File: src/sv/ucp_pkg.sv
// ucp_pkg: shared types, character codes and command texts for the
// motor command parser. No dependencies; imported by every module.
`timescale 1ns / 1ps

package ucp_pkg;

  // Received character codes
  localparam logic [7:0] CHAR_END   = 8'h2E;  // '.' ends a message
  localparam logic [7:0] CHAR_MINUS = 8'h2D;  // '-' selects reverse
  localparam logic [7:0] CHAR_ZERO  = 8'h30;  // digit offset

  // Command text lengths and digit field position
  localparam int SPEED_LEN = 15;
  localparam int STOP_LEN  = 13;
  localparam int DIGIT_POS = 15;
  localparam int COUNT_W   = 5;
  localparam logic [COUNT_W-1:0] COUNT_MAX = 5'd31;

  localparam int TOP_W  = 16;
  localparam int DUTY_W = 12;
  localparam logic [TOP_W-1:0] PWM_TOP_RESET = 16'd50;

  // Result status codes
  typedef enum logic [1:0] {
    ST_SPEED = 2'd0,
    ST_STOP  = 2'd1,
    ST_ERROR = 2'd2
  } status_t;

  // "dc motor speed=" and "dc motor stop"
  localparam logic [7:0] SPEED_TEXT [SPEED_LEN] = '{
    8'h64, 8'h63, 8'h20, 8'h6D, 8'h6F, 8'h74, 8'h6F, 8'h72,
    8'h20, 8'h73, 8'h70, 8'h65, 8'h65, 8'h64, 8'h3D
  };
  localparam logic [7:0] STOP_TEXT [STOP_LEN] = '{
    8'h64, 8'h63, 8'h20, 8'h6D, 8'h6F, 8'h74, 8'h6F, 8'h72,
    8'h20, 8'h73, 8'h74, 8'h6F, 8'h70
  };

  // Running message state, passed from the tracker to the evaluator
  typedef struct packed {
    logic [COUNT_W-1:0] count;
    logic               speed_ok;
    logic               stop_ok;
    logic [2:0][7:0]    digits;  // message bytes 15..17
  } msg_state_t;

endpackage

File: src/sv/ucp_msg_track.sv
// ucp_msg_track: per-byte message state (position count, prefix match
// flags, captured digit bytes). Depends on ucp_pkg.
`timescale 1ns / 1ps

module ucp_msg_track import ucp_pkg::*; (
  input  logic       clk,
  input  logic       rst_n,
  input  logic       step,     // a byte leaves the input stage this cycle
  input  logic [7:0] rx_byte,
  output msg_state_t msg
);

  msg_state_t msg_r, msg_nxt;
  logic       is_end;
  logic [3:0] tidx;

  assign is_end = (rx_byte == CHAR_END);
  assign tidx   = msg_r.count[3:0];

  // Next message state
  always_comb begin
    msg_nxt = msg_r;
    if (step) begin
      if (is_end) begin
        msg_nxt.count    = '0;
        msg_nxt.speed_ok = 1'b1;
        msg_nxt.stop_ok  = 1'b1;
      end else begin
        if (msg_r.count < COUNT_W'(SPEED_LEN) && rx_byte != SPEED_TEXT[tidx])
          msg_nxt.speed_ok = 1'b0;
        if (msg_r.count < COUNT_W'(STOP_LEN) && rx_byte != STOP_TEXT[tidx])
          msg_nxt.stop_ok = 1'b0;
        if (msg_r.count == COUNT_W'(DIGIT_POS))     msg_nxt.digits[0] = rx_byte;
        if (msg_r.count == COUNT_W'(DIGIT_POS + 1)) msg_nxt.digits[1] = rx_byte;
        if (msg_r.count == COUNT_W'(DIGIT_POS + 2)) msg_nxt.digits[2] = rx_byte;
        if (msg_r.count != COUNT_MAX)
          msg_nxt.count = msg_r.count + 1'b1;
      end
    end
  end

  always_ff @(posedge clk) begin
    if (!rst_n) begin
      msg_r.count    <= '0;
      msg_r.speed_ok <= 1'b1;
      msg_r.stop_ok  <= 1'b1;
      msg_r.digits   <= '0;
    end else begin
      msg_r <= msg_nxt;
    end
  end

  assign msg = msg_r;

endmodule

File: src/sv/ucp_cmd_eval.sv
// ucp_cmd_eval: decodes a finished message into the motor drive values,
// holds the driven direction/compare and the result register. Depends on ucp_pkg.
`timescale 1ns / 1ps

module ucp_cmd_eval import ucp_pkg::*; (
  input  logic             clk,
  input  logic             rst_n,
  input  logic             fire,       // a period leaves the input stage
  input  msg_state_t       msg,
  input  logic [TOP_W-1:0] pwm_top,
  output logic             load_ok,    // result register can take a beat
  output logic             out_valid,
  input  logic             out_ready,
  output status_t          status,
  output logic             dir_level,
  output logic [TOP_W-1:0] compare_value,
  output logic [DUTY_W-1:0] duty_value,
  output logic             reverse_flag
);

  logic              out_valid_r;
  status_t           status_r, status_nxt;
  logic              dir_r, dir_nxt;
  logic [TOP_W-1:0]  cmp_r, cmp_nxt;
  logic [DUTY_W-1:0] duty_r, duty_nxt;
  logic              rev_r, rev_nxt;

  logic              rev_sel;
  logic [7:0]        tens, ones;
  logic [DUTY_W-1:0] duty_raw;
  logic [TOP_W-1:0]  duty_ext, duty_clamp;
  logic              is_speed, is_stop;

  // Digit decode: sign in byte 15 shifts the digits by one
  assign rev_sel  = (msg.digits[0] == CHAR_MINUS);
  assign tens     = (rev_sel ? msg.digits[1] : msg.digits[0]) - CHAR_ZERO;
  assign ones     = (rev_sel ? msg.digits[2] : msg.digits[1]) - CHAR_ZERO;
  assign duty_raw = ({4'd0, tens} << 3) + ({4'd0, tens} << 1) + {4'd0, ones};
  assign duty_ext = {{(TOP_W-DUTY_W){1'b0}}, duty_raw};
  assign duty_clamp = (duty_ext > pwm_top) ? pwm_top : duty_ext;

  assign is_speed = (msg.count >= COUNT_W'(SPEED_LEN)) && msg.speed_ok;
  assign is_stop  = (msg.count >= COUNT_W'(STOP_LEN)) && msg.stop_ok;

  // Command decode
  always_comb begin
    status_nxt = ST_ERROR;
    dir_nxt    = dir_r;
    cmp_nxt    = cmp_r;
    duty_nxt   = '0;
    rev_nxt    = 1'b0;
    if (is_speed) begin
      status_nxt = ST_SPEED;
      duty_nxt   = duty_raw;
      rev_nxt    = rev_sel;
      dir_nxt    = rev_sel;
      cmp_nxt    = rev_sel ? (pwm_top - duty_clamp) : duty_clamp;
    end else if (is_stop) begin
      status_nxt = ST_STOP;
      dir_nxt    = 1'b0;
      cmp_nxt    = '0;
    end
  end

  assign load_ok = !out_valid_r || out_ready;

  // Drive state and result register
  always_ff @(posedge clk) begin
    if (!rst_n) begin
      out_valid_r <= 1'b0;
      dir_r       <= 1'b0;
      cmp_r       <= '0;
      status_r    <= ST_ERROR;
      duty_r      <= '0;
      rev_r       <= 1'b0;
    end else begin
      if (fire) begin
        out_valid_r <= 1'b1;
        status_r    <= status_nxt;
        dir_r       <= dir_nxt;
        cmp_r       <= cmp_nxt;
        duty_r      <= duty_nxt;
        rev_r       <= rev_nxt;
      end else if (out_ready) begin
        out_valid_r <= 1'b0;
      end
    end
  end

  assign out_valid     = out_valid_r;
  assign status        = status_r;
  assign dir_level     = dir_r;
  assign compare_value = cmp_r;
  assign duty_value    = duty_r;
  assign reverse_flag  = rev_r;

endmodule

File: src/sv/uart_motor_command_parser.sv
// uart_motor_command_parser: top level; input byte stage, PWM top register,
// message tracker and command evaluator. Depends on ucp_pkg, ucp_msg_track, ucp_cmd_eval.
//
//   channel | dir | beat payload
//   --------+-----+-----------------------------------------------------
//   in_     | in  | rx_byte[7:0]
//   out_    | out | status, dir_level, compare_value, duty_value, reverse_flag
//   cfg_    | in  | pwm_top[15:0]
//
// One byte per cycle unless a period waits in the input register for a stalled
// out_ side; a period beat lands in the input register when accepted and its
// result is then loaded into the result register, which raises out_tvalid.
// Reset clears the message state, drive state and sets pwm_top to 50.
// A stalled out_ side holds only period beats; other bytes keep flowing
// until a period reaches the input register while a result still waits.
`timescale 1ns / 1ps

module uart_motor_command_parser import ucp_pkg::*; (
  input  logic        clk,
  input  logic        rst_n,
  // rx_byte[7:0]
  input  logic        in_tvalid,
  output logic        in_tready,
  input  logic [7:0]  in_tdata,
  // status[1:0], dir_level[2], compare_value[18:3], duty_value[30:19],
  // reverse_flag[31]
  output logic        out_tvalid,
  input  logic        out_tready,
  output logic [31:0] out_tdata,
  // pwm_top[15:0]
  input  logic        cfg_valid,
  output logic        cfg_ready,
  input  logic [15:0] cfg_data
);

  logic             in_vld_r;
  logic [7:0]       in_byte_r;
  logic [TOP_W-1:0] pwm_top_r;
  logic             s1_end, s1_adv, load_ok;
  msg_state_t       msg;
  status_t          status;
  logic             dir_level, reverse_flag;
  logic [TOP_W-1:0] compare_value;
  logic [DUTY_W-1:0] duty_value;

  // Input stage handshake
  assign s1_end    = (in_byte_r == CHAR_END);
  assign s1_adv    = in_vld_r && (!s1_end || load_ok);
  assign in_tready = !in_vld_r || s1_adv;
  assign cfg_ready = 1'b1;

  always_ff @(posedge clk) begin
    if (!rst_n) begin
      in_vld_r  <= 1'b0;
      pwm_top_r <= PWM_TOP_RESET;
    end else begin
      if (in_tready)
        in_vld_r <= in_tvalid;
      if (cfg_valid)
        pwm_top_r <= cfg_data;
    end
  end

  // Payload register, no reset
  always_ff @(posedge clk) begin
    if (in_tready && in_tvalid)
      in_byte_r <= in_tdata;
  end

  ucp_msg_track u_track (
    .clk     (clk),
    .rst_n   (rst_n),
    .step    (s1_adv),
    .rx_byte (in_byte_r),
    .msg     (msg)
  );

  ucp_cmd_eval u_eval (
    .clk           (clk),
    .rst_n         (rst_n),
    .fire          (s1_adv && s1_end),
    .msg           (msg),
    .pwm_top       (pwm_top_r),
    .load_ok       (load_ok),
    .out_valid     (out_tvalid),
    .out_ready     (out_tready),
    .status        (status),
    .dir_level     (dir_level),
    .compare_value (compare_value),
    .duty_value    (duty_value),
    .reverse_flag  (reverse_flag)
  );

  assign out_tdata = {reverse_flag, duty_value, compare_value, dir_level, status};

endmodule
File: config.mk
export PLATFORM = sky130hd
export DESIGN_NAME = uart_motor_command_parser
export DESIGN_NICKNAME = d
export VERILOG_FILES = /design/src/sv/ucp_pkg.sv /design/src/sv/ucp_msg_track.sv /design/src/sv/ucp_cmd_eval.sv /design/src/sv/uart_motor_command_parser.sv
export SDC_FILE = /design/constraint.sdc
export NUM_CORES = 1
export LEC_CHECK = 0
export BUFFER_PORTS_ARGS = -buffer_cell sky130_fd_sc_hd__clkbuf_2
export CORE_ASPECT_RATIO = 0.8
export CORE_UTILIZATION = 55
export DETAILED_ROUTE_END_ITERATION = 12
export MAX_ROUTING_LAYER = met4
export PLACE_DENSITY = 0.76
export SLEW_MARGIN = 15
export SYNTH_ARGS = -nofsm -noshare
export SYNTH_HDL_FRONTEND = slang
export SYNTH_SLANG_ARGS = --single-unit
File: constraint.sdc
create_clock -name clk -period 6.9 [get_ports clk]
set_input_delay 2.07 -clock clk [delete_from_list [all_inputs] [get_ports clk]]
set_output_delay 2.07 -clock clk [all_outputs]
set_load 0.01 [all_outputs]
Word-level counts from Yosys, hierarchy flattened. Memories as Yosys holds them, arrays and structs flattened. Cells that the tools add are included.

Bits in registers: 89. ROM bits: 256. Input bits: 29. Output and inout port bits: 35. Word-level logic and storage cells: 86. Memories kept: 2.

Add/sub/neg operators: 6. Magnitude comparators: 6. Equality and inequality tests: 8. Mux-type cells: 22. Bitwise operators: 2. Reduce and logical (&&, ||, !) cells: 25.

Memory list: (no name shown) (depth 16, bits a word 8, rd ports 1, clocked after memory_dff 0, wr ports 0, RTL line ucp_msg_track.sv:29) `if (msg_r.count < COUNT_W'(SPEED_LEN) && rx_byte != SPEED_TEXT[tidx])`; (no name shown) (depth 16, bits a word 8, rd ports 1, clocked after memory_dff 0, wr ports 0, RTL line ucp_msg_track.sv:31) `if (msg_r.count < COUNT_W'(STOP_LEN) && rx_byte != STOP_TEXT[tidx])`.

Operator list (count): $mux W16 (4); $mux W8 (6); $eq A8 B6 Y1 const B (2); $gt A12 B16 Y1 (1); $ne A8 B8 Y1 (2); $sub A16 B16 Y16 (1); $sub A8 B6 Y8 const B (2); $add A11 B9 Y12 (1); $add A12 B8 Y12 (1); $mux W12 (1); $eq A5 B5 Y1 const B (2); $ge A5 B4 Y1 const B (2); $lt A5 B4 Y1 const B (2); $reduce_bool A2 Y1 (5); $reduce_and A3 Y1 (3); $reduce_and A2 Y1 (4); $logic_and A1 B1 Y1 (7); $mux W1 (7); $mux W7 (1); $add A5 B1 Y5 const B (1); $eq A5 B4 Y1 const B (1); $ge A5 B5 Y1 const B (1); $mux W5 (1); $ne A5 B5 Y1 const B (1); 5 further kinds (10).

Depth between registers and ports, before layout.
Word-level depth: 10. Mapped depth: 32. Mapped depth without buffers: 29.

Hierarchy. From an unflattened synthesis, not the netlist that was laid out.

Cells, all modules: 693. Area, all modules: 6040.8 µm².

Modules (own cells, without submodules): ucp_cmd_eval (times used 1, cells each 392, area an instance 3195.6 µm², seq. area each 660.6 µm²); ucp_msg_track (times used 1, cells each 226, area an instance 1916.8 µm², seq. area each 620.6 µm²); uart_motor_command_parser (times used 1, cells each 75, area an instance 928.4 µm², seq. area each 580.6 µm²).

Worst setup path before layout. Ideal clock, no wire load.

Path kind: register to register. Start: reg u_track.msg_r (netlist bit u_track.msg[1]). End: reg u_eval.cmp_r[10] (netlist: u_eval.compare_value[10]). Data arrival time: 6.196 ns. Slack: 0.584 ns. Cell stages (with the launch flop): 33. Path buffers: 3. Period minus slack after synthesis: 6.316 ns. Cells stage by stage: dfxtp_1 > buf_2 > nor4b_2 > and2_0 > clkbuf_1 > nand2_1 > nand2_1 > ha_1 > xor2_1 > fa_1 > ha_1 > o21ai_0 > o21bai_1 > a21oi_1 > nand2b_1 > a21oi_1 > xor2_1 > ha_1 > and4_1 > nand4_1 > o211ai_1 > a21oi_4 > buf_6 > mux2i_1 > ha_1 > fa_1 > nor2b_1 > o31a_1 > o2111ai_1 > nand3b_1 > xnor2_1 > o2bb2ai_1 > a211o_1.

Word-level cells in the longest chain between the ends: 10. Elaborated cells between the ends (all ways): 12. Classes of those cells: add/sub: 5; order compare: 1; eq/ne: 1; mux: 5.

Ends and longest elaborated chain: start, declared (RTL line ucp_msg_track.sv:13) `msg_state_t msg_r, msg_nxt;`; start signal, assigned (RTL line ucp_msg_track.sv:49) `msg_r <= msg_nxt;`; $eq A8 B6 Y1 (RTL line ucp_cmd_eval.sv:35) `assign rev_sel = (msg.digits[0] == CHAR_MINUS);`; $mux W8 (RTL line ucp_cmd_eval.sv:36) `assign tens = (rev_sel ? msg.digits[1] : msg.digits[0]) - CHAR_ZERO;`; $sub A8 B6 Y8 (RTL line ucp_cmd_eval.sv:36); $add A11 B9 Y12 (RTL line ucp_cmd_eval.sv:38) `assign duty_raw = ({4'd0, tens} << 3) + ({4'd0, tens} << 1) + {4'd0, ones};`; $add A12 B8 Y12 (RTL line ucp_cmd_eval.sv:38); $gt A12 B16 Y1 (RTL line ucp_cmd_eval.sv:40) `assign duty_clamp = (duty_ext > pwm_top) ? pwm_top : duty_ext;`; $mux W16 (RTL line ucp_cmd_eval.sv:40); $sub A16 B16 Y16 (RTL line ucp_cmd_eval.sv:57) `cmp_nxt = rev_sel ? (pwm_top - duty_clamp) : duty_clamp;`; $mux W16 (*) (RTL line ucp_cmd_eval.sv:57); $mux W16 (*) (RTL line ucp_cmd_eval.sv:52) `if (is_speed) begin`; end signal, assigned (RTL line ucp_cmd_eval.sv:81) `cmp_r <= cmp_nxt;`; end, declared (RTL line ucp_cmd_eval.sv:24) `logic [TOP_W-1:0] cmp_r, cmp_nxt;`.

Mark *: on every way between the ends. The rest lies on a longest branch, timed or not. A chain may end at the register's enable or synchronous reset.

Final worst setup path.
Start: reg u_track.msg_r (netlist bit u_track.msg[4]). End: reg u_eval.cmp_r[14] (netlist: u_eval.compare_value[14]).

Same word-level chain as after synthesis.

==> results by group <==
Worst setup path
  – CP Class: reg2reg
  – CP startpoint: u_track.msg[4]$_SDFFE_PN0P_
  – RR Startpoint: u_track.msg[4]$_SDFFE_PN0P_
  – Crit path arrival time: about 6.8 ns
  – Worst path bufs/invs: 1
  – Crit-path max cell delay: approximately 0.55 ns
  – Crit-path slowest cell: fa_1
  – Critical path capture point type: flip-flop
  – Crit-path leading delay family: compound AO/OA/AOI/OAI gates
  – Critical path peak fanout: 8
  – Crit path launch type: flip-flop
  – Req. time, crit path: between 7 and 8 ns

Die
  – DIE AREA: about 0.011 mm^2
  – Core area: around 0.01 mm^2
  – I/O pin total: 64
  – Die Width: about 120 um
  – Rows: 33
  – Initial Util: a little under three fifths
  – Die Y-Extent: roughly 94 um

Global route
  – Grt ovf: 0
  – Largest net degree at the start of global routing: 54
  – Vias in the first global route: between 4,000 and 5,000
  – GRT Overall Usage: approximately 28%
  – Antenna violations before repair: 0
  – First-pass GRT wire length: 22,910 um

Drt
  – Wire per inst: around 17 um
  – Vias per std cell: approximately 5.8
  – Drc violations: 0
  – Routed Antenna Nets: 0
  – Routed WL: around 14,000 um
  – Vias after detailed routing: roughly 4,900
  – Pre-antenna DRT Iters: 5
  – Starting DRT DRC Count: 275

Logic synthesis
  – Synth area leaders: dfxtp_1 28%, ha_1 11%, mux2i_1 9.7%
  – Cell Area, Synth: 0.005781 mm^2
  – Seq/Total Area, Yosys: approximately a third
  – Average size of a mapped cell: between 9 and 10 um^2
  – Syn_nets: approximately 720
  – Synth Flop Type: dfxtp_1
  – Ys async rst share: 0%
  – Yosys reg bits: 89
  – YS warnings: 0
  – Cells after synthesis: approximately 640
  – Post-synth EDFFs: 8
  – Yosys cell types: between 70 and 80
  – Post-synth top area share: about 28%
  – Yosys top cell by area: dfxtp_1

Timing
  – Final slew viol count: 0
  – Hold Vio Cnt, Final: 0
  – Setup violators final: 0
  – Final hold slack: about 0.45 ns
  – Tcrit/Tclk final: 95.34%
  – Highest clock rate: 0.1520 GHz
  – Clock Skew: ~0.010 ns
  – Worst slew pin tran: 1.063 ns
  – Slew headroom: just under 30%
  – Setup TNS: 0 ns
  – Min cycle time layout: 6.578 ns

Run
  – Maxcap violations: 0

Clock network
  – TritonCTS clock tree: yes
  – Hold-fix buffers, CTS: 0
  – Worst-skew pair later-pin latency: between 0.3 and 0.4 ns
  – Worst-path clk slew: roughly 0.06 ns
  – CTS buffer count: 9
  – CTS Root Cell: clkbuf_16
  – H-tree depth: 3
  – Num Clock Sinks: 89
  – Clk buf depth: 2

Layout
  – P&R area growth vs syn: 13.87%
  – Register Area: about 0.0019 mm^2
  – Most frequent cells in the layout: 79 x dfxtp_1, 72 x nor2_1, 62 x clkbuf_2
  – Area of the multi-input gates: 0.003730 mm^2
  – Final-stage net count: 780
  – Fin util: between 60% and 70%
  – Non-filler instance count after layout: between 800 and 900
  – Layout cells sized above 1: 18.74%
  – Fill count: 900
  – Antenna cells: 0
  – Commonest non-fill, non-tap cell in the layout: dfxtp_1

Hold path
  – Hold_sp: u_eval.compare_value[15]$_SDFFE_PN0P_
  – Hold crit path type: reg2reg

Run status
  – Status: complete, no violations

Placement
  – Post-detail-place hpwl: approximately 11,000 um
  – GPL Wtd Cong: 0.9140
  – Port Buffer Count: 62
  – Post-Place Cells: between 800 and 900

Power and ir drop
  – Leakage: ~3.0 nW
  – Worst VDD drop: around 130 uV
  – PwrDens: ~180 mW/mm^2
[cells by family after synthesis]
| logic type | synth area share (%) |
|---|---|
| AND/OR/NAND/NOR | 17.88 |
| buffers and inverters | 4.632 |
| adder cells (fa/ha/maj) | 13.25 |
| flip-flops | 32.21 |
| XOR/XNOR | 5.152 |
| multiplexers | 9.892 |
| AO/OA/AOI/OAI | 16.93 |
| other | 0.06487 |
[flip-flops by register name, summed over array words and instances (netlist names)]
register / flops
u_track.msg: 31
pwm_top_r: 16
u_eval.compare_value: 16
u_eval.duty_value: 12
in_byte_r: 8
u_eval.status: 2
in_vld_r: 1
u_eval.dir_level: 1
u_eval.out_valid: 1
u_eval.reverse_flag: 1
[stage by stage]
stage                     power [W]  worst slack [ns]  cell area, um^2
after floorplan           0.0006937            0.5839             5781
after CTS                  0.001193          0.009197             6459
after global placement    0.0007309            0.2033             6178
after global routing       0.001243          -0.02912             6583
after detailed placement  0.0007329           0.04143             6178
final                      0.001195            0.3217             6583
[where the power goes]
part	internal (W)	total [W]	leakage [nW]	switching [W]
registers	0.000533	0.000553	0.736	0.0000202
clock network	0.000247	0.000459	0.138	0.000212
logic	0.0000847	0.000183	2.11	0.0000984
total	0.000865	0.00120	2.98	0.000330
[synth_stat cells (3+ instances only)]
master / n
dfxtp_1: 81
nor2_1: 72
nand2_1: 59
mux2i_1: 56
ha_1: 50
inv_1: 31
a21oi_1: 28
o21ai_0: 27
clkbuf_1: 19
xnor2_1: 19
xor2_1: 15
nor3_1: 13
a22o_1: 12
o21ai_1: 9
edfxtp_1: 8
a21o_1: 7
fa_1: 7
o21a_1: 7
a31oi_1: 6
buf_4: 6
nand2b_1: 6
o211ai_1: 5
o31a_1: 5
a22oi_1: 4
and2_1: 4
buf_2: 4
o31ai_1: 4
or3_1: 4
a211o_1: 3
a211oi_1: 3
nand3b_1: 3
nand4b_1: 3
o221a_1: 3
[path summary, 6_finish.rpt]
kind / end / slack [ns] / depth (start not counted)
setup / recovery: u_eval.compare_value[14]$_SDFFE_PN0P_ / 0.32 / 27
hold / removal: u_eval.compare_value[15]$_SDFFE_PN0P_ / 0.45 / 2
setup reg to reg: u_eval.compare_value[14]$_SDFFE_PN0P_ / 0.32 / 27
hold reg to reg: u_eval.compare_value[15]$_SDFFE_PN0P_ / 0.45 / 2
[what timing repair did]
action,CTS,global route
buffers inserted,0,6
pin swaps,0,2
endpoints found under the setup margin,1,12
resized for setup,1,21
[layout make-up]
class	count	area share, %
clock buffers	9	3.421
clock inverters	7	0.7983
inverters	32	1.825
multi-input cells	486	56.66
flip-flops and latches	89	28.32
well taps	140	2.661
repair buffers	76	6.311
[per-layer routing]
metal / global-route usage, % / wire length (um) / part of all wire, % / up-vias
li1: - / - / - / 2381
met1: 39.23 / 6916 / 48 / 2302
met2: 41.62 / 6292 / 44 / 174
met3: 5.032 / 984 / 6.8 / 23
met4: 7.700 / 189 / 1.3 / 0
met5: - / 0 / 0 / -
[tightest hold or removal path, delay by kind of cell (launching register included)]
family / cells / cell delay (ns)
compound gates: 1 / 0.05
flops: 1 / 0.31
simple gates: 1 / 0.05
Power figures use the tool's default switching activity.
